`config.mk`:
```
export PLATFORM = sky130hd
export DESIGN_NAME = idru_cell
export DESIGN_NICKNAME = d
export VERILOG_FILES = /design/src/rtl/core/idru_pkg.sv /design/src/rtl/core/idru_cell.sv
export SDC_FILE = /design/constraint.sdc
export NUM_CORES = 1
export LEC_CHECK = 0
export BUFFER_PORTS_ARGS = -buffer_cell sky130_fd_sc_hd__buf_4
export CELL_PAD_IN_SITES_DETAIL_PLACEMENT = 2
export CELL_PAD_IN_SITES_GLOBAL_PLACEMENT = 2
export CORE_MARGIN = 2
export CORE_UTILIZATION = 34
export CTS_BUF_LIST = sky130_fd_sc_hd__clkbuf_4
export DETAILED_ROUTE_END_ITERATION = 6
export PLACE_DENSITY_LB_ADDON = 0.1
export REMOVE_ABC_BUFFERS = 1
export SYNTH_ARGS = -nofsm -noshare
export SYNTH_HDL_FRONTEND = slang
export SYNTH_SLANG_ARGS = --single-unit
```
`constraint.sdc`:
```
create_clock -name clk -period 0.8 [get_ports clk]
set_input_delay 0.08 -clock clk [delete_from_list [all_inputs] [get_ports clk]]
set_output_delay 0.08 -clock clk [all_outputs]
set_load 0.1 [all_outputs]
```
`src/rtl/core/idru_pkg.sv`:
```
// Shared constants and pipeline payload type for the integer divide unit.
`default_nettype none

package idru_pkg;

    localparam int WORD_W = 32;

    // Payload carried from cell to cell down the divide chain.
    // part: partial remainder, below den between steps whenever den is nonzero.
    // nq:   dividend bits shift out the top while quotient bits shift in at the bottom.
    typedef struct packed {
        logic [WORD_W-1:0] part;
        logic [WORD_W-1:0] nq;
        logic [WORD_W-1:0] den;
        logic              q_neg;
        logic              r_neg;
        logic              zero;
    } idru_stage_t;

endpackage

`default_nettype wire

```
`src/rtl/core/idru_cell.sv`:
```
// One restoring shift-subtract step of the divide chain, registered.
`default_nettype none

module idru_cell (
    input  wire logic                  clk,
    input  wire logic                  rst_n,
    input  wire logic                  in_valid,
    input  wire idru_pkg::idru_stage_t in_stage,
    output logic                       out_valid,
    output idru_pkg::idru_stage_t      out_stage
);
    import idru_pkg::*;

    logic              valid_reg;
    idru_stage_t       stage_reg;
    idru_stage_t       stage_next;
    logic [WORD_W:0]   trial;
    logic [WORD_W:0]   diff;
    logic              fits;

    always_comb
    begin
        // Bring down the next dividend bit, then try the subtract.
        trial = {in_stage.part, in_stage.nq[WORD_W-1]};
        diff  = trial - {1'b0, in_stage.den};
        fits  = ~diff[WORD_W];
        stage_next       = in_stage;
        stage_next.part  = fits ? diff[WORD_W-1:0] : trial[WORD_W-1:0];
        stage_next.nq    = {in_stage.nq[WORD_W-2:0], fits};
    end

    always_ff @(posedge clk or negedge rst_n)
    begin
        if (!rst_n)
        begin
            valid_reg <= 1'b0;
        end
        else
        begin
            valid_reg <= in_valid;
        end
    end

    always_ff @(posedge clk)
    begin
        if (in_valid)
        begin
            stage_reg <= stage_next;
        end
    end

    assign out_valid = valid_reg;
    assign out_stage = stage_reg;

endmodule

`default_nettype wire

```
==> impl_results.md, run 1 <==
* Io pins at 202
* # rows at 46
* CTS Buffer Depth at 2
* Cell area after technology mapping at 5450 um2
* Most used DFF post-synth: edfxtp_1
* Register area share after synthesis at 0.550
* Htree depth at 3
* Sink Count at 100
* Syn_area_per_cell at 11.9 um2
* Synthesized instance count at 460
* Post-CTS sizing at 148
* Initial Utilization at 0.346
* Die H at 131 um
* Largest family of logic cells by synthesized area: compound AO/OA/AOI/OAI gates
* Mux share of post-synthesis cell area at 0.0496
* Clock Tree Root: clkbuf_4
* Post-synthesis simple-gate area fraction at 0.0950
* Port bufs at 201
* Unique masters post-synth at 50
* Synth async-reset ratio at 0.0100
* Compound-Gate Fraction of Synth Area at 0.146
* TritonCTS Buffers at 9
* Final HPWL DP at 17.8 mm
* Post-synthesis register bit count at 100
* Post-Synth Adder-Cell Area at 0.0771
* Err: [ERROR DPL-0033] detailed placement checks failed during check placement.
* GP Congestion at 0.857
* Status: aborted with a tool error
* Post-synthesis xor/xnor area fraction at 0.0386
* Post-synth EDFFs at 99
* Yosys warnings at 0
* Stop stage: clock tree synthesis
* Die width at 131 um
* Dpl cell area at 8130 um2
* Postcts setup bufs at 11
* Cts hold-fix bufs at 101
## logic make-up after synthesis
| family | after synthesis |
|---|---|
| xor gates and xnor gates | 24 |
| AOI/OAI and AO/OA | 120 |
| buffers and inverters | 57 |
| and+or+nand+nor | 108 |
| DFF | 100 |
| adders and majority gates | 33 |
| muxes | 18 |
## cell usage after synthesis, types with 10 or more instances
library cell / instances / area share
a21o_1: 15 / 0.021
nand3_1: 11 / 0.010
a21oi_1: 34 / 0.031
inv_1: 41 / 0.028
xnor2_1: 14 / 0.022
edfxtp_1: 99 / 0.55
ha_1: 32 / 0.073
xor2_1: 10 / 0.016
nor2_1: 16 / 0.011
mux2_4: 18 / 0.050
nand2_1: 44 / 0.030
o21ai_0: 24 / 0.022
clkbuf_1: 11 / 0.0076
## metrics by stage
stage / hold slack [ns] / setup WS [ns] / std cells / utilization
after detailed placement: -0.143 / -2.29 / 984 / 0.515
after global placement: -0.144 / -2.03 / 984 / 0.515
after floorplan: -0.216 / -2.19 / 445 / -
==> run 2: changes to the inputs <==
CELL_PAD_IN_SITES_DETAIL_PLACEMENT = default   (was 2)
CELL_PAD_IN_SITES_GLOBAL_PLACEMENT = default   (was 2)
CORE_UTILIZATION = 25   (was 34)
CTS_BUF_LIST = default   (was sky130_fd_sc_hd__clkbuf_4)
PLACE_DENSITY_LB_ADDON = 0.15   (was 0.1)
==> impl_results.md, run 2 <==
* Status: complete, but fails checks
* Violated checks: setup timing
* Via Count at 5040
* Worst Hold Class: in -> async
* Share of the synthesized area in the top cell type at 0.545 (unchanged)
* Htree depth at 3 (unchanged)
* Grt ovf at 0
* Post-route insts no fill at 1151
* Number of remaining DRC errors at 0
* GP Congestion at 0.851 (-0.68%)
* Top cells by count, synth: edfxtp_1, nand2_1, inv_1
* CTS Buffer Depth at 2 (unchanged)
* Vias in the first global route at 5349
* Initial Utilization at 0.252 (-0.0935)
* Initial antenna violation count at 0
* Commonest non-fill, non-tap cells in the layout: buf_4, buf_6, edfxtp_1, dlygate4sd3_1, nand2_1
* Final worst path period share at 2.73
* Area leader, netlist: edfxtp_1
* CP max FO at 7
* Cell with the most instances after synthesis: edfxtp_1
* First-pass DRT Iterations at 4
* Die area at 23000 um2
* Sink Count at 100 (unchanged)
* Fin. max-slew vios at 0
* Io pins at 202 (unchanged)
* Max FFs per register at 99
* Fin area at 10100 um2
* Critical path arrival at 2.29 ns
* Worst setup SP type: input pin
* Port bufs at 201 (unchanged)
* Unique masters post-synth at 50 (unchanged)
* Largest net degree at the start of global routing at 43
* Worst setup path class: in -> reg
* Data required, critical path at 0.91 ns
* Fraction of layout cells with a size suffix above 1 at 0.479
* Most used DFF post-synth: edfxtp_1
* Endpoints failing hold at 0
* Min cycle time layout at 2.18 ns
* Top post-synthesis cells by area: edfxtp_1, ha_1, mux2_4
* Area grow syn2layout at 85.3%
* Final HPWL DP at 12.9 mm (-27%)
* Post-synth EDFFs at 99 (unchanged)
* Setup violations, final at 133
* P_leak at 4.52 nW
* Cell area after technology mapping at 5450 um2 (unchanged)
* Max Cap Violations at 0
* Commonest non-fill, non-tap cell in the layout: buf_4
* Worst-case vdd ir drop at 1.02 mV
* Core area at 21600 um2
* Fmax at 458 MHz
* Setup crit end kind: register
* Synth async-reset ratio at 0.0100 (unchanged)
* Clock Tree Root: clkbuf_16
* Drt total wl at 17.5 mm
* Diode count at 0
* Post-synthesis register bit count at 100 (unchanged)
* 1st-iter DRT viols at 220
* Slew @ Worst Pin at 0.363 ns
* TritonCTS clock tree: done
* Setup_tns at -66.84 ns
* RSZ-0062 raised after global routing: true
* Drt via density at 4.38
* # rows at 54 (+17%)
* Synthesized instance count at 460 (unchanged)
* Worst rel slew slack at 0.756
* WL per Instance at 15.2 um
* Clock slew at reported path FFs at 0.08 ns
* Die width at 152 um (+16%)
* Pwr dens at 2100 nW/um2
* Cells after DPL at 1052 (+6.9%)
* GR Util All Layers at 0.152
* Final #Nets at 1001
* Dpl cell area at 8230 um2 (+1.2%)
* Register area share after synthesis at 0.550 (unchanged)
* Routed Antenna Nets at 0
* Die H at 152 um (+16%)
* DP Worst Slack at -2.14 ns (+0.150 ns)
* Setup ws final at -1.38 ns
* TritonCTS Buffers at 9 (unchanged)
* First-pass GRT wire length at 27.0 mm
* Yosys warnings at 0 (unchanged)
* Syn_area_per_cell at 11.9 um2 (unchanged)
-- run 2: cell counts after synthesis --
Identical to the previous run, type by type.
-- run 2: metrics by stage --
step	util	hold WS, ns	power (W)
2_1_floorplan	-	-0.216	0.0125
3_3_place_gp	0.380	-0.145	0.0152
3_5_place_dp	0.380	-0.144	0.0153
4_1_cts	0.460	0.000778	0.0213
5_1_grt	0.467	0.00688	0.0222
6_report	0.467	0.0170	0.0212
-- run 2: routing by layer --
metal / GRT usage / vias to the layer above / routed length, um
li1: - / 2518 / -
met1: 0.192 / 2377 / 7820
met2: 0.263 / 129 / 8540
met3: 0.0249 / 16 / 805
met4: 0.0542 / 0 / 295
met5: 0 / - / 0
-- run 2: repair_timing --
| item | 4_1_cts | 5_1_grt |
|---|---|---|
| endpoints found under the hold margin | 71 | 0 |
| resized for setup | 150 | 32 |
| setup endpoints to repair | 133 | 133 |
| setup buffers | 6 | 4 |
| hold buffers | 71 | 0 |
| gates cloned | 2 | 0 |
| pin swaps | 20 | 9 |
-- run 2: final cells by class --
type                            instances  area, um2
Clock buffer                            9        225
Tap cell                              280        350
Fill cell                            2058      11500
Inverter                               42        168
Clock inverter                          7        103
Multi-Input combinational cell        303       2490
Timing Repair Buffer                  410       3770
Sequential cell                       100       3000
-- run 2: logic make-up after synthesis --
| kind of cell | count (synthesis) | share of synthesized area |
|---|---|---|
| AOI/OAI and AO/OA | 120 | 0.146 |
| and+or+nand+nor | 108 | 0.0950 |
| muxes | 18 | 0.0496 |
| DFF | 100 | 0.550 |
| xor gates and xnor gates | 24 | 0.0386 |
| adders and majority gates | 33 | 0.0771 |
| buffers and inverters | 57 | 0.0436 |
-- run 2: path summary, 6_finish.rpt --
check,start,to,slack [ns],cells after the start
hold / removal,rst_n,out_valid,0.02,2
min in group clk,in_stage[71],out_stage[72],0.02,3
setup / recovery,in_stage[21],out_stage[89],-1.38,12
max in group asynchronous,rst_n,out_valid,0.70,2
-- run 2: report_power, final --
group          total, W  switching (W)  internal (W)
Combinational   0.00967        0.00612       0.00354
Clock           0.00486        0.00231       0.00255
Sequential      0.00672       0.000266       0.00645
-- run 2: worst max-delay path, cell delays in order --
cell	delay [ns]
buf_4	0.13
inv_4	0.05
ha_4	0.21
a21oi_2	0.14
inv_1	0.05
a221o_1	0.38
a211o_1	0.26
o211ai_1	0.26
o211ai_4	0.14
inv_4	0.13
buf_12	0.16
mux2_4	0.30
Note: power is estimated with default switching activity, not from simulation.
