$ cat src/rtl/core/idru_pkg.sv
// Shared constants and pipeline payload type for the integer divide unit.
`default_nettype none

package idru_pkg;

    localparam int WORD_W = 32;

    // Payload carried from cell to cell down the divide chain.
    // part: partial remainder, below den between steps whenever den is nonzero.
    // nq:   dividend bits shift out the top while quotient bits shift in at the bottom.
    typedef struct packed {
        logic [WORD_W-1:0] part;
        logic [WORD_W-1:0] nq;
        logic [WORD_W-1:0] den;
        logic              q_neg;
        logic              r_neg;
        logic              zero;
    } idru_stage_t;

endpackage

`default_nettype wire

$ cat src/rtl/core/idru_fix.sv
// Result stage: applies signs, clears zero-divisor results, drives the strobe.
`default_nettype none

module idru_fix (
    input  wire logic                        clk,
    input  wire logic                        rst_n,
    input  wire logic                        in_valid,
    input  wire idru_pkg::idru_stage_t       in_stage,
    output logic                             done,
    output logic [idru_pkg::WORD_W-1:0]      quotient,
    output logic [idru_pkg::WORD_W-1:0]      remainder
);
    import idru_pkg::*;

    logic              done_reg;
    logic [WORD_W-1:0] quotient_reg;
    logic [WORD_W-1:0] remainder_reg;
    logic [WORD_W-1:0] quotient_next;
    logic [WORD_W-1:0] remainder_next;

    always_comb
    begin
        quotient_next  = in_stage.q_neg ? (~in_stage.nq + 1'b1) : in_stage.nq;
        remainder_next = in_stage.r_neg ? (~in_stage.part + 1'b1) : in_stage.part;
        if (in_stage.zero)
        begin
            quotient_next  = '0;
            remainder_next = '0;
        end
    end

    always_ff @(posedge clk or negedge rst_n)
    begin
        if (!rst_n)
        begin
            done_reg <= 1'b0;
        end
        else
        begin
            done_reg <= in_valid;
        end
    end

    always_ff @(posedge clk)
    begin
        if (in_valid)
        begin
            quotient_reg  <= quotient_next;
            remainder_reg <= remainder_next;
        end
    end

    assign done      = done_reg;
    assign quotient  = quotient_reg;
    assign remainder = remainder_reg;

endmodule

`default_nettype wire

$ cat config.mk
export PLATFORM = sky130hd
export DESIGN_NAME = idru_fix
export DESIGN_NICKNAME = d
export VERILOG_FILES = /design/src/rtl/core/idru_pkg.sv /design/src/rtl/core/idru_fix.sv
export SDC_FILE = /design/constraint.sdc
export NUM_CORES = 1
export LEC_CHECK = 0
export ABC_AREA = 1
export BUFFER_PORTS_ARGS = -buffer_cell sky130_fd_sc_hd__buf_2
export CORE_MARGIN = 10
export CORE_UTILIZATION = 53
export DETAILED_ROUTE_END_ITERATION = 16
export GPL_TIMING_DRIVEN = 1
export PLACE_DENSITY = 0.95
export SYNTH_ARGS = -nofsm -noshare
export SYNTH_HDL_FRONTEND = slang
export SYNTH_SLANG_ARGS = --single-unit
$ cat constraint.sdc
create_clock -name clk -period 0.95 [get_ports clk]
set_input_delay 0.19 -clock clk [delete_from_list [all_inputs] [get_ports clk]]
set_output_delay 0.19 -clock clk [all_outputs]
set_load 0.02 [all_outputs]
==> results by group, run 1 <==
Outcome
  • Halt Stage: global routing (5_1_grt)
  • Status: stopped before the end
  • First Err: [ERROR DPL-0038] Utilization greater than 100%, impossible to legalize

Clocking
  • Total CTS buffers: 9
  • CTS root buffer: clkbuf_8
  • Num Clock Sinks: between 60 and 70
  • Clock tree buffer depth: 2
  • H-tree depth: 3

Floorplan
  • Die H: between 100 and 150 um
  • Rows: 32
  • Die width: roughly 110 um
  • Initial Util: a little over half
  • I/O pin count: ~170

Synthesis
  • Synth top area share: ~46%
  • Synth Cell Area: between 4000 and 5000 um2
  • Mux contribution to synthesized area: 0%
  • Post-Syn Nets: about 660
  • Area leader, netlist: edfxtp_1
  • Flops & latches, synth: 65
  • Post-synthesis xor/xnor area fraction: 0%
  • YS warnings: 0
  • Seq/Total Area, Yosys: a little under half
  • Netlist cell types: 27
  • Area share of and/or/nand/nor cells after synthesis: a little over a third
  • Synth area leaders: edfxtp_1 (46%), nor2_1 (11%), nand2_1 (11%)
  • Cells after Synth: ~550
  • Synth Area in Adders: less than 1%
  • Syn Area/Cell: roughly 7.5 um2
  • Main combinational cell family by area after synthesis: simple AND/OR/NAND/NOR gates
  • Compound-Gate Fraction of Synth Area: a little over a tenth

STA
  • Worst_ep kind: sequential cell input
  • Worst endpoint after global-route timing repair: remainder[28]$_SDFFCE_PP0P_/D

Placement
  • Placed cells: 862
  • Placer Congestion: 0.989
  • Post-DP HPWL: around 11000 um
  • Port bufs: around 130
  • Pre-CTS setup slack: -0.651 ns

Global route
  • Pin count of the biggest net entering global routing: 36
==> timing repair <==
item	CTS
endpoints found under the hold margin	1
gates resized for setup	185
pin swaps	76
buffers inserted	19
setup endpoints to repair	115
hold buffers	1
==> synth_stat cells (all sizes together) <==
| master | n |
|---|---|
| a21boi | 1 |
| edfxtp | 64 |
| nand3 | 43 |
| o21bai | 1 |
| nand4 | 4 |
| clkbuf | 2 |
| o21a | 2 |
| nand2 | 140 |
| nor3 | 8 |
| and2 | 2 |
| nor2 | 138 |
| buf | 10 |
| dfrtp | 1 |
| a21oi | 41 |
| inv | 54 |
| ha | 2 |
| o21ai | 40 |
| nand3b | 1 |
==> stage by stage <==
step                      setup TNS [ns]  instance area, um2  util [%]
after floorplan                    -7.68                4480         -
after global placement            -23.34                5880      76.4
after detailed placement          -26.32                5880      76.4
after CTS                         -10.81                6850      89.1
==> cells by family after synthesis <==
logic type / after synthesis
buffers and inverters: 66
AO/OA/AOI/OAI: 85
AND/OR/NAND/NOR: 336
adder cells (fa/ha/maj): 2
flip-flops: 65
==> inputs of run 2 (changes only) <==
--- a/config.mk
+++ b/config.mk
@@ -8,10 +8,10 @@
 export ABC_AREA = 1
 export BUFFER_PORTS_ARGS = -buffer_cell sky130_fd_sc_hd__buf_2
 export CORE_MARGIN = 10
-export CORE_UTILIZATION = 53
+export CORE_UTILIZATION = 40
 export DETAILED_ROUTE_END_ITERATION = 16
 export GPL_TIMING_DRIVEN = 1
-export PLACE_DENSITY = 0.95
+export PLACE_DENSITY_LB_ADDON = 0.15
 export SYNTH_ARGS = -nofsm -noshare
 export SYNTH_HDL_FRONTEND = slang
 export SYNTH_SLANG_ARGS = --single-unit
==> run 2 against run 1 <==
- the flow now finishes, with violations (negative setup slack)
- area after synthesis unchanged
- synthesized cell count unchanged
==> results by group, run 2 <==
STA
  • Minimum clock period: 1.13 ns
  • FMAX: around 900 MHz
  • Worst-margin pin slew: around 0.36 ns
  • Setup slack after layout: -0.177 ns
  • RSZ-0062 raised after global routing: true
  • Tcrit/Tclk final: 119%
  • Max_slew headroom: between 70 and 80%
  • Slew Limit Fails: 0
  • Setup TNS: -10.39 ns
  • Setup violators final: 100
  • Final Hold Fails: 0

Min path
  • HP Class: input pin to async pin

Floorplan
  • Die H: between 100 and 150 um
  • CORE AREA: slightly above 10000 um2
  • Rows: 37
  • I/O pin count: roughly 170
  • Die width: around 120 um
  • Initial Util: slightly above 40%
  • Die area: 14900 um2

Global route
  • First-pass GRT wire length: 22100 um
  • Congestion Overflow GR: 0
  • Pin count of the biggest net entering global routing: 40
  • Vias in the first global route: about 4700
  • Initial antenna violation count: 0
  • Total Routing Usage GR: a little under a fifth

Setup path
  • Critical path startpoint: in_stage[68]
  • Crit Path Max Fanout: 6
  • Worst EP required: 1.06 ns
  • Worst setup EP type: flip-flop
  • CP top delay family: simple AND/OR/NAND/NOR gates
  • Max stage delay cell, worst path: nor2_4
  • Critical-path cell list: buf_12 -> inv_16 -> ha_4 -> nand3_4 -> nand2_4 -> nand2_4 -> nor2_4 -> and2_4 -> nand2_2 -> nand2_1 -> nor2_1
  • Crit-path max cell delay: approximately 0.19 ns
  • Critical path type: input pin to flip-flop
  • Critical Path AT: around 1.2 ns
  • Most used cell, CP: nand2_4
  • Worst Setup Start Kind: input pin
  • Worst path bufs/invs: 2

Layout
  • # fillers: ~790
  • Fin area: 7310 um2
  • Area Growth Syn to Fin: 75.7%
  • Most frequent cells in the layout: nand2_1 (95), buf_4 (86), nor2_1 (77), buf_6 (77), edfxtp_1 (64)
  • Commonest non-fill, non-tap cell in the layout: nand2_1
  • # diodes: 0
  • Share of cells above drive strength 1: 54.5%
  • Total Nets Final: ~900

Route
  • Detailed Routing Iterations Pass 1: 5
  • DRC Markers: 0
  • Number of vias per cell: 4.99
  • 1st-iter DRT viols: 270
  • WL per Instance: approximately 16 um
  • Antenna Violating Nets Remaining: 0
  • Vias: roughly 4600
  • Wirelength, routed: ~14000 um

Placement
  • Placer Congestion: about 0.94
  • Area after DPL: roughly 5900 um2
  • Port bufs: between 100 and 150
  • Pre-CTS setup slack: -0.603 ns
  • Post-DP HPWL: 10400 um

Power
  • LEAKAGE: 0.00321 uW
  • Power Dens Cells: 1220 nW/um2
  • VDD IR max: 0.994 mV

Outcome
  • Status: finished, violations left
  • Failing checks: negative setup slack

Synthesis
  • Cells after Synth: around 550
  • Most frequent cell after synthesis: nor2_1
  • Seq/Total Area, Yosys: between 40% and 50%
  • Synth Cell Area: between 4000 and 5000 um2
  • List of most frequent post-synthesis cells: nor2_1 (127), nand2_1 (126), edfxtp_1 (64), inv_1 (49), a21oi_1 (41)
  • Post-Syn Nets: approximately 660
  • Synth top area share: a little under half
  • Area leader, netlist: edfxtp_1
  • Flops & latches, synth: 65
  • Synth area leaders: edfxtp_1 (46%), nor2_1 (11%), nand2_1 (11%)
  • YS warnings: 0
  • Netlist cell types: 27
  • Fraction of registers with async set/reset: under 10%
  • Number of flops mapped to enable cells by yosys: 64
  • Syn Area/Cell: 7.50 um2
  • Primary FF master, synth: edfxtp_1

Clocking
  • Clock tree buffer depth: 2
  • H-tree depth: 3
  • CTS tree: done
  • CTS root buffer: clkbuf_8
  • Total CTS buffers: 9
  • Worst-path clk slew: around 0.08 ns
  • Num Clock Sinks: 65

Job
  • Max-cap violations: 0
run 2: cell counts after synthesis:
Identical to the previous run, type by type.
run 2: cells by family after synthesis:
group | share of synthesized area (%)
buffers and inverters | 6.44
AOI/OAI and AO/OA | 10.6
and+or+nand+nor | 35.6
adders and majority gates | 0.602
DFF | 46.8
run 2: final cells by class:
| cell class | count | area (um2) | share of cell area [%] |
|---|---|---|---|
| flip-flops and latches | 65 | 1950 | 26.6 |
| well taps | 136 | 170 | 2.33 |
| multi-input cells | 423 | 2680 | 36.6 |
| clock inverters | 6 | 91.3 | 1.25 |
| clock buffers | 10 | 138 | 1.88 |
| inverters | 54 | 254 | 3.48 |
| repair buffers | 236 | 2030 | 27.8 |
run 2: worst paths after layout:
path                                 end  depth (start not counted)  slack [ns]
max                        remainder[20]                         11       -0.18
max in group asynchronous           done                          2        0.71
min                                 done                          2        0.16
min in group clk             quotient[2]                          2        0.16
run 2: power breakdown:
group	total [uW]	internal, uW	switching [uW]
combinational	2600	1180	1420
sequential	3550	3440	113
clock	2720	1560	1170
run 2: what timing repair did:
action                                  in CTS  in global routing
endpoints found under the setup margin     108                114
hold endpoints to repair                     1                  0
hold buffers                                 1                  0
pin swaps                                   60                 44
setup buffers                                6                  8
gates resized for setup                    142                160
run 2: metrics by stage:
| step | utilization [%] | std cells | total power [uW] | hold slack, ns |
|---|---|---|---|---|
| finish | 71.4 | 930 | 8880 | 0.156 |
| global route | 71.4 | 930 | 9270 | 0.136 |
| CTS | 65.7 | 923 | 8620 | 0.129 |
| detailed placement | 58.2 | 900 | 5590 | -0.0337 |
| global placement | 58.2 | 900 | 5560 | -0.0360 |
| floorplan | - | 554 | 4610 | -0.106 |
run 2: routing by layer:
layer / wire length, um / global-route usage (%) / part of all wire, % / vias to the layer above
met5: 0 / 0 / 0 / -
met4: 427 / 7.38 / 3.0 / 0
met3: 949 / 5.92 / 6.6 / 34
met2: 7570 / 32.2 / 52 / 132
met1: 5510 / 20.5 / 38 / 2168
li1: - / - / - / 2304
Power figures use the tool's default switching activity.
