==> src/rtl/core/idru_pkg.sv <==
// Shared constants and pipeline payload type for the integer divide unit.
`default_nettype none

package idru_pkg;

    localparam int WORD_W = 32;

    // Payload carried from cell to cell down the divide chain.
    // part: partial remainder, below den between steps whenever den is nonzero.
    // nq:   dividend bits shift out the top while quotient bits shift in at the bottom.
    typedef struct packed {
        logic [WORD_W-1:0] part;
        logic [WORD_W-1:0] nq;
        logic [WORD_W-1:0] den;
        logic              q_neg;
        logic              r_neg;
        logic              zero;
    } idru_stage_t;

endpackage

`default_nettype wire

==> src/rtl/core/idru_prep.sv <==
// Operand stage: takes magnitudes and sign flags, loads the head of the divide chain.
`default_nettype none

module idru_prep (
    input  wire logic                        clk,
    input  wire logic                        rst_n,
    input  wire logic                        load,
    input  wire logic                        func,
    input  wire logic [idru_pkg::WORD_W-1:0] dividend,
    input  wire logic [idru_pkg::WORD_W-1:0] divisor,
    output logic                             valid,
    output idru_pkg::idru_stage_t            stage
);
    import idru_pkg::*;

    logic        valid_reg;
    idru_stage_t stage_reg;
    idru_stage_t stage_next;
    logic        n_neg;
    logic        d_neg;

    always_comb
    begin
        n_neg = func & dividend[WORD_W-1];
        d_neg = func & divisor[WORD_W-1];
        stage_next.part  = '0;
        stage_next.nq    = n_neg ? (~dividend + 1'b1) : dividend;
        stage_next.den   = d_neg ? (~divisor + 1'b1) : divisor;
        stage_next.q_neg = n_neg ^ d_neg;
        stage_next.r_neg = n_neg;
        stage_next.zero  = (divisor == '0);
    end

    always_ff @(posedge clk or negedge rst_n)
    begin
        if (!rst_n)
        begin
            valid_reg <= 1'b0;
        end
        else
        begin
            valid_reg <= load;
        end
    end

    always_ff @(posedge clk)
    begin
        if (load)
        begin
            stage_reg <= stage_next;
        end
    end

    assign valid = valid_reg;
    assign stage = stage_reg;

endmodule

`default_nettype wire

==> config.mk <==
export PLATFORM = sky130hd
export DESIGN_NAME = idru_prep
export DESIGN_NICKNAME = d
export VERILOG_FILES = /design/src/rtl/core/idru_pkg.sv /design/src/rtl/core/idru_prep.sv
export SDC_FILE = /design/constraint.sdc
export NUM_CORES = 1
export LEC_CHECK = 0
export BUFFER_PORTS_ARGS = -buffer_cell sky130_fd_sc_hd__buf_4
export CAP_MARGIN = 20
export CORE_MARGIN = 5
export CORE_UTILIZATION = 30
export DETAILED_ROUTE_END_ITERATION = 8
export PLACE_DENSITY_LB_ADDON = 0.12
export SLEW_MARGIN = 20
export SYNTH_ARGS = -nofsm -noshare
export SYNTH_HDL_FRONTEND = slang
export SYNTH_SLANG_ARGS = --single-unit
export TNS_END_PERCENT = 50
==> constraint.sdc <==
create_clock -name clk -period 0.86 [get_ports clk]
set_input_delay 0.043 -clock clk [delete_from_list [all_inputs] [get_ports clk]]
set_output_delay 0.043 -clock clk [all_outputs]
set_load 0.05 [all_outputs]
==> metrics, run 1 <==
status finished with violations; failing checks setup timing; clk slew on worst S/H paths 60 ps; PnR worst setup slack -532 ps; drt pass-1 iters 4; Finish-stage setup viols 115; Data required, critical path 940 ps; Synth area leaders edfxtp_1, xor2_1, xnor2_1, buf_4, nor2_1; largest net degree at the start of global routing 20; CP max FO 4; Seq cells post-synth 68; crit path launch type primary input; initial core utilization 30.3%; total track usage 15.1%; # DRC 0; Yosys top cell by area edfxtp_1; Layout area overhead 82.5%; die width 122 µm; CTS Sinks 68; crit path time final 1390 ps; H-tree depth 3; fin. max-slew vios 0; grt total ovfl 0; DP HPWL 8.52 mm; Placer Congestion 0.752; vias per cell 4.33; Detail Route Antenna Nets 0; Final Power 0.0112 W; wire per inst 15.0 µm; HP Class in -> reg; initial antenna violation count 0; I/O pin count 168; fmax 0.719 GHz; Post-synth EDFFs 67; ANT cells 0; prevailing post-synth register cell edfxtp_1; core area 12500 µm²; Cell Area, Synth 3790 µm²; sequential area share after synthesis 53.8%; Final Net Count 639; yosys warns 0; Num CTS Buffers 9; die area 15000 µm²; Rows 41; max reg flops 67; via count 3232; Async SR Flop Fraction 1.47%; final instance area 6910 µm²; Yosys cell types 44; RSZ-0062 raised after global routing true; Max VDD drop 0.933 mV; final period utilization 162%; Syn Inst Count 314; worst path arrival time 1470 ps; Critical Path End Type flop; Final Hold Fails 0; TritonCTS clock tree done; clock buffer depth 2; leak pwr 2.86 nW; layout cells sized above 1 59.2%; die height 122 µm; Post-Syn Area per Cell 12.1 µm²; placed cell area 5780 µm²; first-pass GRT wire length 17.3 mm; max_cap viols 0; CTS root buf clkbuf_16; vias in the first global route 3382; Pwr Density 1620 nW/µm²; Post-Route WL 11.2 mm; IO Port Bufs 135; Synth top area share 53.1%; CP Class in -> reg; Iter 0 DRT Violations 121
-- layout make-up --
type	count	area, µm²
clock buffers	12	236
clock inverters	4	16.3
fillers	1130	5600
inverters	6	22.5
multi-input cells	234	1990
flip-flops and latches	68	2040
well taps	172	215
repair buffers	250	2390
-- power breakdown --
group / switching [W] / internal (W) / total, W
Combinational: 0.00227 / 0.00145 / 0.00372
Sequential: 0.000160 / 0.00406 / 0.00422
Clock: 0.00133 / 0.00192 / 0.00325
-- routing by layer --
layer	track usage [%]	share of wire [%]	wire, µm	up-vias
met3	3.46	6.6	737	7
met1	19.3	42	4670	1524
met4	4.62	1.0	113	0
met2	25.4	51	5640	107
li1	-	-	-	1594
met5	0	0	0	-
-- path summary, 6_finish.rpt --
kind | start | endpoint | slack [ps] | cells past startpoint
worst min-delay path | divisor[30] | stage[0]$_DFFE_PP_ | 20 | 2
worst max-delay path | divisor[14] | stage[24]$_DFFE_PP_ | -530 | 7
max in group asynchronous | rst_n | valid$_DFF_PN0_ | 750 | 2
min in group asynchronous | rst_n | valid$_DFF_PN0_ | 30 | 2
-- critical path, stage by stage --
cell	delay [ps]
buf_6	90
or4_4	580
buf_12	160
nor3_4	230
buf_6	160
a21oi_2	60
xor2_1	140
-- cell families (layout without fill, tap and decap cells) --
| logic type | count (synthesis) | after routing | share of synthesized area, % |
|---|---|---|---|
| xor gates and xnor gates | 59 | 59 | 13.6 |
| adders and majority gates | 2 | 2 | 0.660 |
| AOI/OAI and AO/OA | 49 | 49 | 8.82 |
| and+or+nand+nor | 92 | 92 | 15.6 |
| buffers and inverters | 43 | 272 | 7.43 |
| other | 1 | 32 | 0.0990 |
| DFF | 68 | 68 | 53.8 |
-- cell usage after synthesis (all sizes together), types with 2 or more instances --
cell	n
edfxtp	67
nor3	12
or3	5
nor4	8
nand3	7
nand2	18
a21oi	15
inv	6
xnor2	29
nand4	2
or4	5
o31ai	12
xor2	30
buf	33
nor2	24
a31oi	6
and4b	2
and3	2
o21ai	13
clkbuf	4
and2	3
ha	2
-- stage by stage --
step | setup WS [ps] | utilization (%) | TNS [ps] | instances | hold slack [ps]
floorplan | -650 | - | -21430 | 345 | -253
finish | -532 | 55.2 | -19600 | 746 | 22.4
global placement | -816 | 46.2 | -35640 | 713 | -181
CTS | -527 | 54.0 | -19730 | 742 | 5.09
detailed placement | -899 | 46.2 | -36910 | 713 | -181
global route | -580 | 55.2 | -24800 | 746 | 13.7
-- timing repair --
| item | 4_1_cts | 5_1_grt |
|---|---|---|
| endpoints found under the setup margin | 117 | 120 |
| gates cloned | 0 | 0 |
| buffers inserted | 11 | 8 |
| resized for setup | 153 | 27 |
| hold endpoints to repair | 4 | 0 |
| hold buffers | 4 | 0 |
| pin swaps | 34 | 29 |
-- placed cells by master, fill, tap and decap left out, types with 2 or more instances in the layout --
master           n
edfxtp_1        67
or3_4            4
a21oi_2         12
nor4_4           6
nand2_2          5
buf_12          10
nor2_4           3
nor3_2           2
a21oi_1          3
o31ai_2          3
nand3_2          5
and2_1           3
xor2_1          30
clkbuf_16        9
a31oi_4          2
clkinv_1         3
o31ai_4          8
nor2_1          19
clkbuf_1         3
nor3_1           5
dlygate4sd3_1    4
buf_8            4
inv_1            5
o21ai_2          8
nor3_4           5
nor2_2           2
and3_4           2
buf_6           93
a31oi_1          2
or4_4            4
nand2_1          9
a31oi_2          2
xnor2_1         29
buf_4          139
nor4_1           2
nand2_4          3
o21ai_0          5
conb_1          32
(Power assumes the default switching activity.)
==> run 2, diff against run 1 <==
--- a/config.mk
+++ b/config.mk
@@ -9,6 +9,7 @@
 export CAP_MARGIN = 20
 export CORE_MARGIN = 5
 export CORE_UTILIZATION = 30
+export CTS_BUF_LIST = sky130_fd_sc_hd__clkbuf_4 sky130_fd_sc_hd__clkbuf_8 sky130_fd_sc_hd__clkbuf_16
 export DETAILED_ROUTE_END_ITERATION = 8
 export PLACE_DENSITY_LB_ADDON = 0.12
 export SLEW_MARGIN = 20
==> constraint.sdc (replaced) <==
create_clock -name clk -period 0.86 [get_ports clk]
set_input_delay 0 -clock clk [delete_from_list [all_inputs] [get_ports clk]]
set_output_delay 0 -clock clk [all_outputs]
set_load 0.05 [all_outputs]
==> run 2 against run 1 <==
  * The run still ends with setup timing left
  * Via count is 0.62% higher
  * First-iteration DRC count increased by 0.83%
  * Non-clock buffer count increased by 3
  * Die area unchanged
  * Sequential cell count did not move
  * Count of clock-buffer cells in the layout shrank 2
  * Hold slack improved by 30 ps
  * Routed wire length fell by 0.37%
==> metrics, run 2 (same netlist as run 1, synthesis figures left out) <==
status finished with violations; failing checks setup timing; worst path arrival time 1440 ps; Final Util 55.6%; die width 122 µm; ANT cells 0; cell at the slowest stage of the critical path or4_4; Rows 41; RSZ-0062 raised after global routing true; crit path time final 1360 ps; total track usage 14.6%; core area 12500 µm²; DP HPWL 8.41 mm; crit path launch type primary input; wire per inst 14.9 µm; die area 15000 µm²; drt pass-1 iters 4; CP max FO 4; largest net degree at the start of global routing 27; layout cells sized above 1 59.1%; Detail Route Antenna Nets 0; Num CTS Buffers 9; leak pwr 2.88 nW; clk slew on worst S/H paths 60 ps; most frequent cells in the layout buf_4, buf_6, edfxtp_1; placed cell area 5790 µm²; fmax 0.737 GHz; end point of the worst hold path stage[40]$_DFFE_PP_; Layout area overhead 83.6%; CP Class in -> reg; IO Port Bufs 135; H-tree depth 3; Max VDD drop 0.807 mV; most common cell after layout, fill and taps aside buf_4; Finish-stage setup viols 109; Post-Route WL 11.1 mm; HP Class in -> reg; Pwr Density 1660 nW/µm²; Bufs and invs on worst path 1; first-pass GRT wire length 16.7 mm; initial core utilization 30.3%; setup_tns -14720 ps; die height 122 µm; Crit path max-delay family simple AND/OR/NAND/NOR gates; I/O pin count 168; CTS Sinks 68; vias per cell 4.34; hold wc startpoint dividend[5]; max reg flops 67; Placer Congestion 0.754; Iter 0 DRT Violations 122; final period utilization 158%; # DRC 0; Data required, critical path 950 ps; vias in the first global route 3337; grt total ovfl 0; Final Hold Fails 0; clock buffer depth 2; fin. max-slew vios 0; CTS root buf clkbuf_16; PnR worst setup slack -497 ps; cell breakdown of the critical path buf_6, or4_4, nor4_4, nand2_2, o31ai_4, xnor2_1; final instance area 6960 µm²; TritonCTS clock tree done; initial antenna violation count 0; via count 3252; Critical Path End Type flop; hold depth 3; crit-path max cell delay 600 ps; Final Net Count 642; max_cap viols 0
-- run 2: what timing repair did --
| action | CTS | global route |
|---|---|---|
| pin swaps | 28 | 16 |
| buffers inserted | 4 | 7 |
| setup endpoints to repair | 116 | 118 |
| endpoints found under the hold margin | 10 | 0 |
| hold buffers | 9 | 0 |
| resized for setup | 147 | 24 |
-- run 2: how the worst max path moves through the flow --
stage | startpoint | end | slack (ps) | cells past startpoint
final | divisor[14] | stage[23]$_DFFE_PP_ | -500 | 6
after global routing | divisor[14] | stage[23]$_DFFE_PP_ | -520 | 6
after CTS | divisor[14] | stage[23]$_DFFE_PP_ | -450 | 6
after detailed placement | divisor[14] | stage[23]$_DFFE_PP_ | -840 | 6
after global placement | divisor[14] | stage[29]$_DFFE_PP_ | -770 | 6
after floorplan | divisor[22] | stage[31]$_DFFE_PP_ | -610 | 5
-- run 2: per-stage QoR --
stage / power (W) / worst slack [ps] / instances / hold slack (ps)
after floorplan: 0.00625 / -607 / 345 / -296
after global placement: 0.00756 / -771 / 714 / -224
after detailed placement: 0.00757 / -837 / 714 / -223
after CTS: 0.0116 / -453 / 743 / 36.5
after global routing: 0.0120 / -523 / 749 / 42.7
final: 0.0116 / -497 / 749 / 52.4
-- run 2: tightest hold or removal path: cells and delay by family --
family    cells  cell delay [ps]
buf+inv       2              180
xor+xnor      1              100
-- run 2: area by class of cell --
class                           instances  area, µm²
Clock buffer                           10        233
Clock inverter                          6       55.1
Fill cell                            1085       5560
Inverter                                6       22.5
Multi-Input combinational cell        234       2000
Sequential cell                        68       2040
Tap cell                              172        215
Timing Repair Buffer                  253       2390
-- run 2: metal layers --
metal	share of wire, %	global-route usage (%)	up-vias
met3	6.6	3.09	17
li1	-	-	1602
met1	43	19.1	1515
met2	49	23.1	118
met4	2.2	6.86	0
met5	0	0	-
-- run 2: power breakdown --
part / internal, W / total [W] / switching, W
clock: 0.00224 / 0.00361 / 0.00136
combinational: 0.00146 / 0.00374 / 0.00228
sequential: 0.00406 / 0.00422 / 0.000157
==> run 3, diff against run 2 <==
--- a/config.mk
+++ b/config.mk
@@ -11,7 +11,9 @@
 export CORE_UTILIZATION = 30
 export CTS_BUF_LIST = sky130_fd_sc_hd__clkbuf_4 sky130_fd_sc_hd__clkbuf_8 sky130_fd_sc_hd__clkbuf_16
 export DETAILED_ROUTE_END_ITERATION = 8
+export HOLD_SLACK_MARGIN = 0.1
 export PLACE_DENSITY_LB_ADDON = 0.12
+export REMOVE_ABC_BUFFERS = 1
 export SLEW_MARGIN = 20
 export SYNTH_ARGS = -nofsm -noshare
 export SYNTH_HDL_FRONTEND = slang
==> run 3 against run 2 <==
  * The run still ends with setup timing left
  * Count of clock-buffer cells in the layout grew 1
  * Die area is the same
  * Sequential cell count is the same
  * Critical endpoint is now stage[29]$_DFFE_PP_
  * Highest routed layer unchanged
==> metrics, run 3 (same netlist as run 1, synthesis figures left out) <==
crit path launch type primary input; met1 Track Usage GR 17.2%; RSZ-0062 raised after global routing true; final instance area 7210 µm²; HP Class in -> reg; H-tree depth 3; fin. max-slew vios 0; via count 3373; hold-fix buffers at CTS 32; crit path time final 1350 ps; I/O pin count 168; Final Util 57.6%; Final Hold Fails 0; Post-Route WL 11.3 mm; largest net degree at the start of global routing 26; drt pass-1 iters 4; ANT cells 0; placed cell area 5680 µm²; CTS root buf clkbuf_16; DP HPWL 8.12 mm; vias per cell 4.37; failing checks setup timing; GR Util met2 26.9%; final period utilization 156%; Iter 0 DRT Violations 106; die area 15000 µm²; status finished with violations; leak pwr 2.99 nW; IO Port Bufs 135; CP Class in -> reg; max_cap viols 0; grt total ovfl 0; hold_ws 77.9 ps; clk slew on worst S/H paths 60 ps; Placer Congestion 0.769; met3 Use GR 4.01%; TritonCTS clock tree done; GRT busiest layer met2; Rows 41; initial antenna violation count 0; setup slack after placement -822 ps; layout cells sized above 1 57.7%; Finish-stage setup viols 94; wire per inst 14.6 µm; Data required, critical path 930 ps; max reg flops 67; PnR worst setup slack -485 ps; Max VDD drop 0.816 mV; fmax 0.743 GHz; setup_tns -13960 ps; clock buffer depth 2; Pwr Density 1580 nW/µm²; die height 122 µm; CTS Sinks 68; total track usage 14.7%; die width 122 µm; Detail Route Antenna Nets 0; vias in the first global route 3557; Num CTS Buffers 9; most common cell after layout, fill and taps aside buf_4; Layout area overhead 90.4%; # DRC 0; core area 12500 µm²; worst path arrival time 1420 ps; Final Net Count 665; initial core utilization 30.3%; CP max FO 4; Critical Path End Type flop; most frequent cells in the layout buf_4, buf_6, edfxtp_1; first-pass GRT wire length 17.3 mm
-- run 3: worst paths after layout --
kind                        startpoint             endpoint  slack [ps]  cells past startpoint
worst max-delay path       divisor[14]  stage[29]$_DFFE_PP_        -490                      6
worst min-delay path       divisor[21]  stage[24]$_DFFE_PP_          80                      3
max in group asynchronous        rst_n      valid$_DFF_PN0_         240                      3
min in group asynchronous        rst_n      valid$_DFF_PN0_         520                      3
-- run 3: area by class of cell --
type | count | area, µm²
fillers | 1094 | 5310
multi-input cells | 234 | 2040
flip-flops and latches | 68 | 2040
inverters | 6 | 25.0
clock inverters | 5 | 28.8
well taps | 172 | 215
repair buffers | 276 | 2620
clock buffers | 11 | 240
-- run 3: layer usage --
metal	up-vias	routed length [µm]
li1	1642	-
met1	1623	4560
met2	100	5940
met3	8	708
met4	0	91
met5	-	0
-- run 3: where the power goes --
part           total (W)  switching, W  internal, W
Clock            0.00335       0.00136      0.00200
Sequential       0.00422      0.000155      0.00406
Combinational    0.00381       0.00231      0.00151
Total             0.0114       0.00382      0.00756
-- run 3: what timing repair did --
item | in CTS | in global routing
hold endpoints to repair | 47 | 10
setup endpoints to repair | 117 | 121
setup buffers | 9 | 10
resized for setup | 152 | 47
pin swaps | 32 | 31
-- run 3: worst max-delay path, stage by stage --
cell and delay [ps]:
buf_6 90, or4_4 590, nor4_4 230, nand3_2 210
o31ai_4 210, xnor2_1 80
-- run 3: metrics by stage --
stage                     total power (W)  std cells
after CTS                          0.0114        765
after floorplan                   0.00611        308
after detailed placement          0.00753        710
final                              0.0114        772
after global placement            0.00751        710
after global routing               0.0118        772
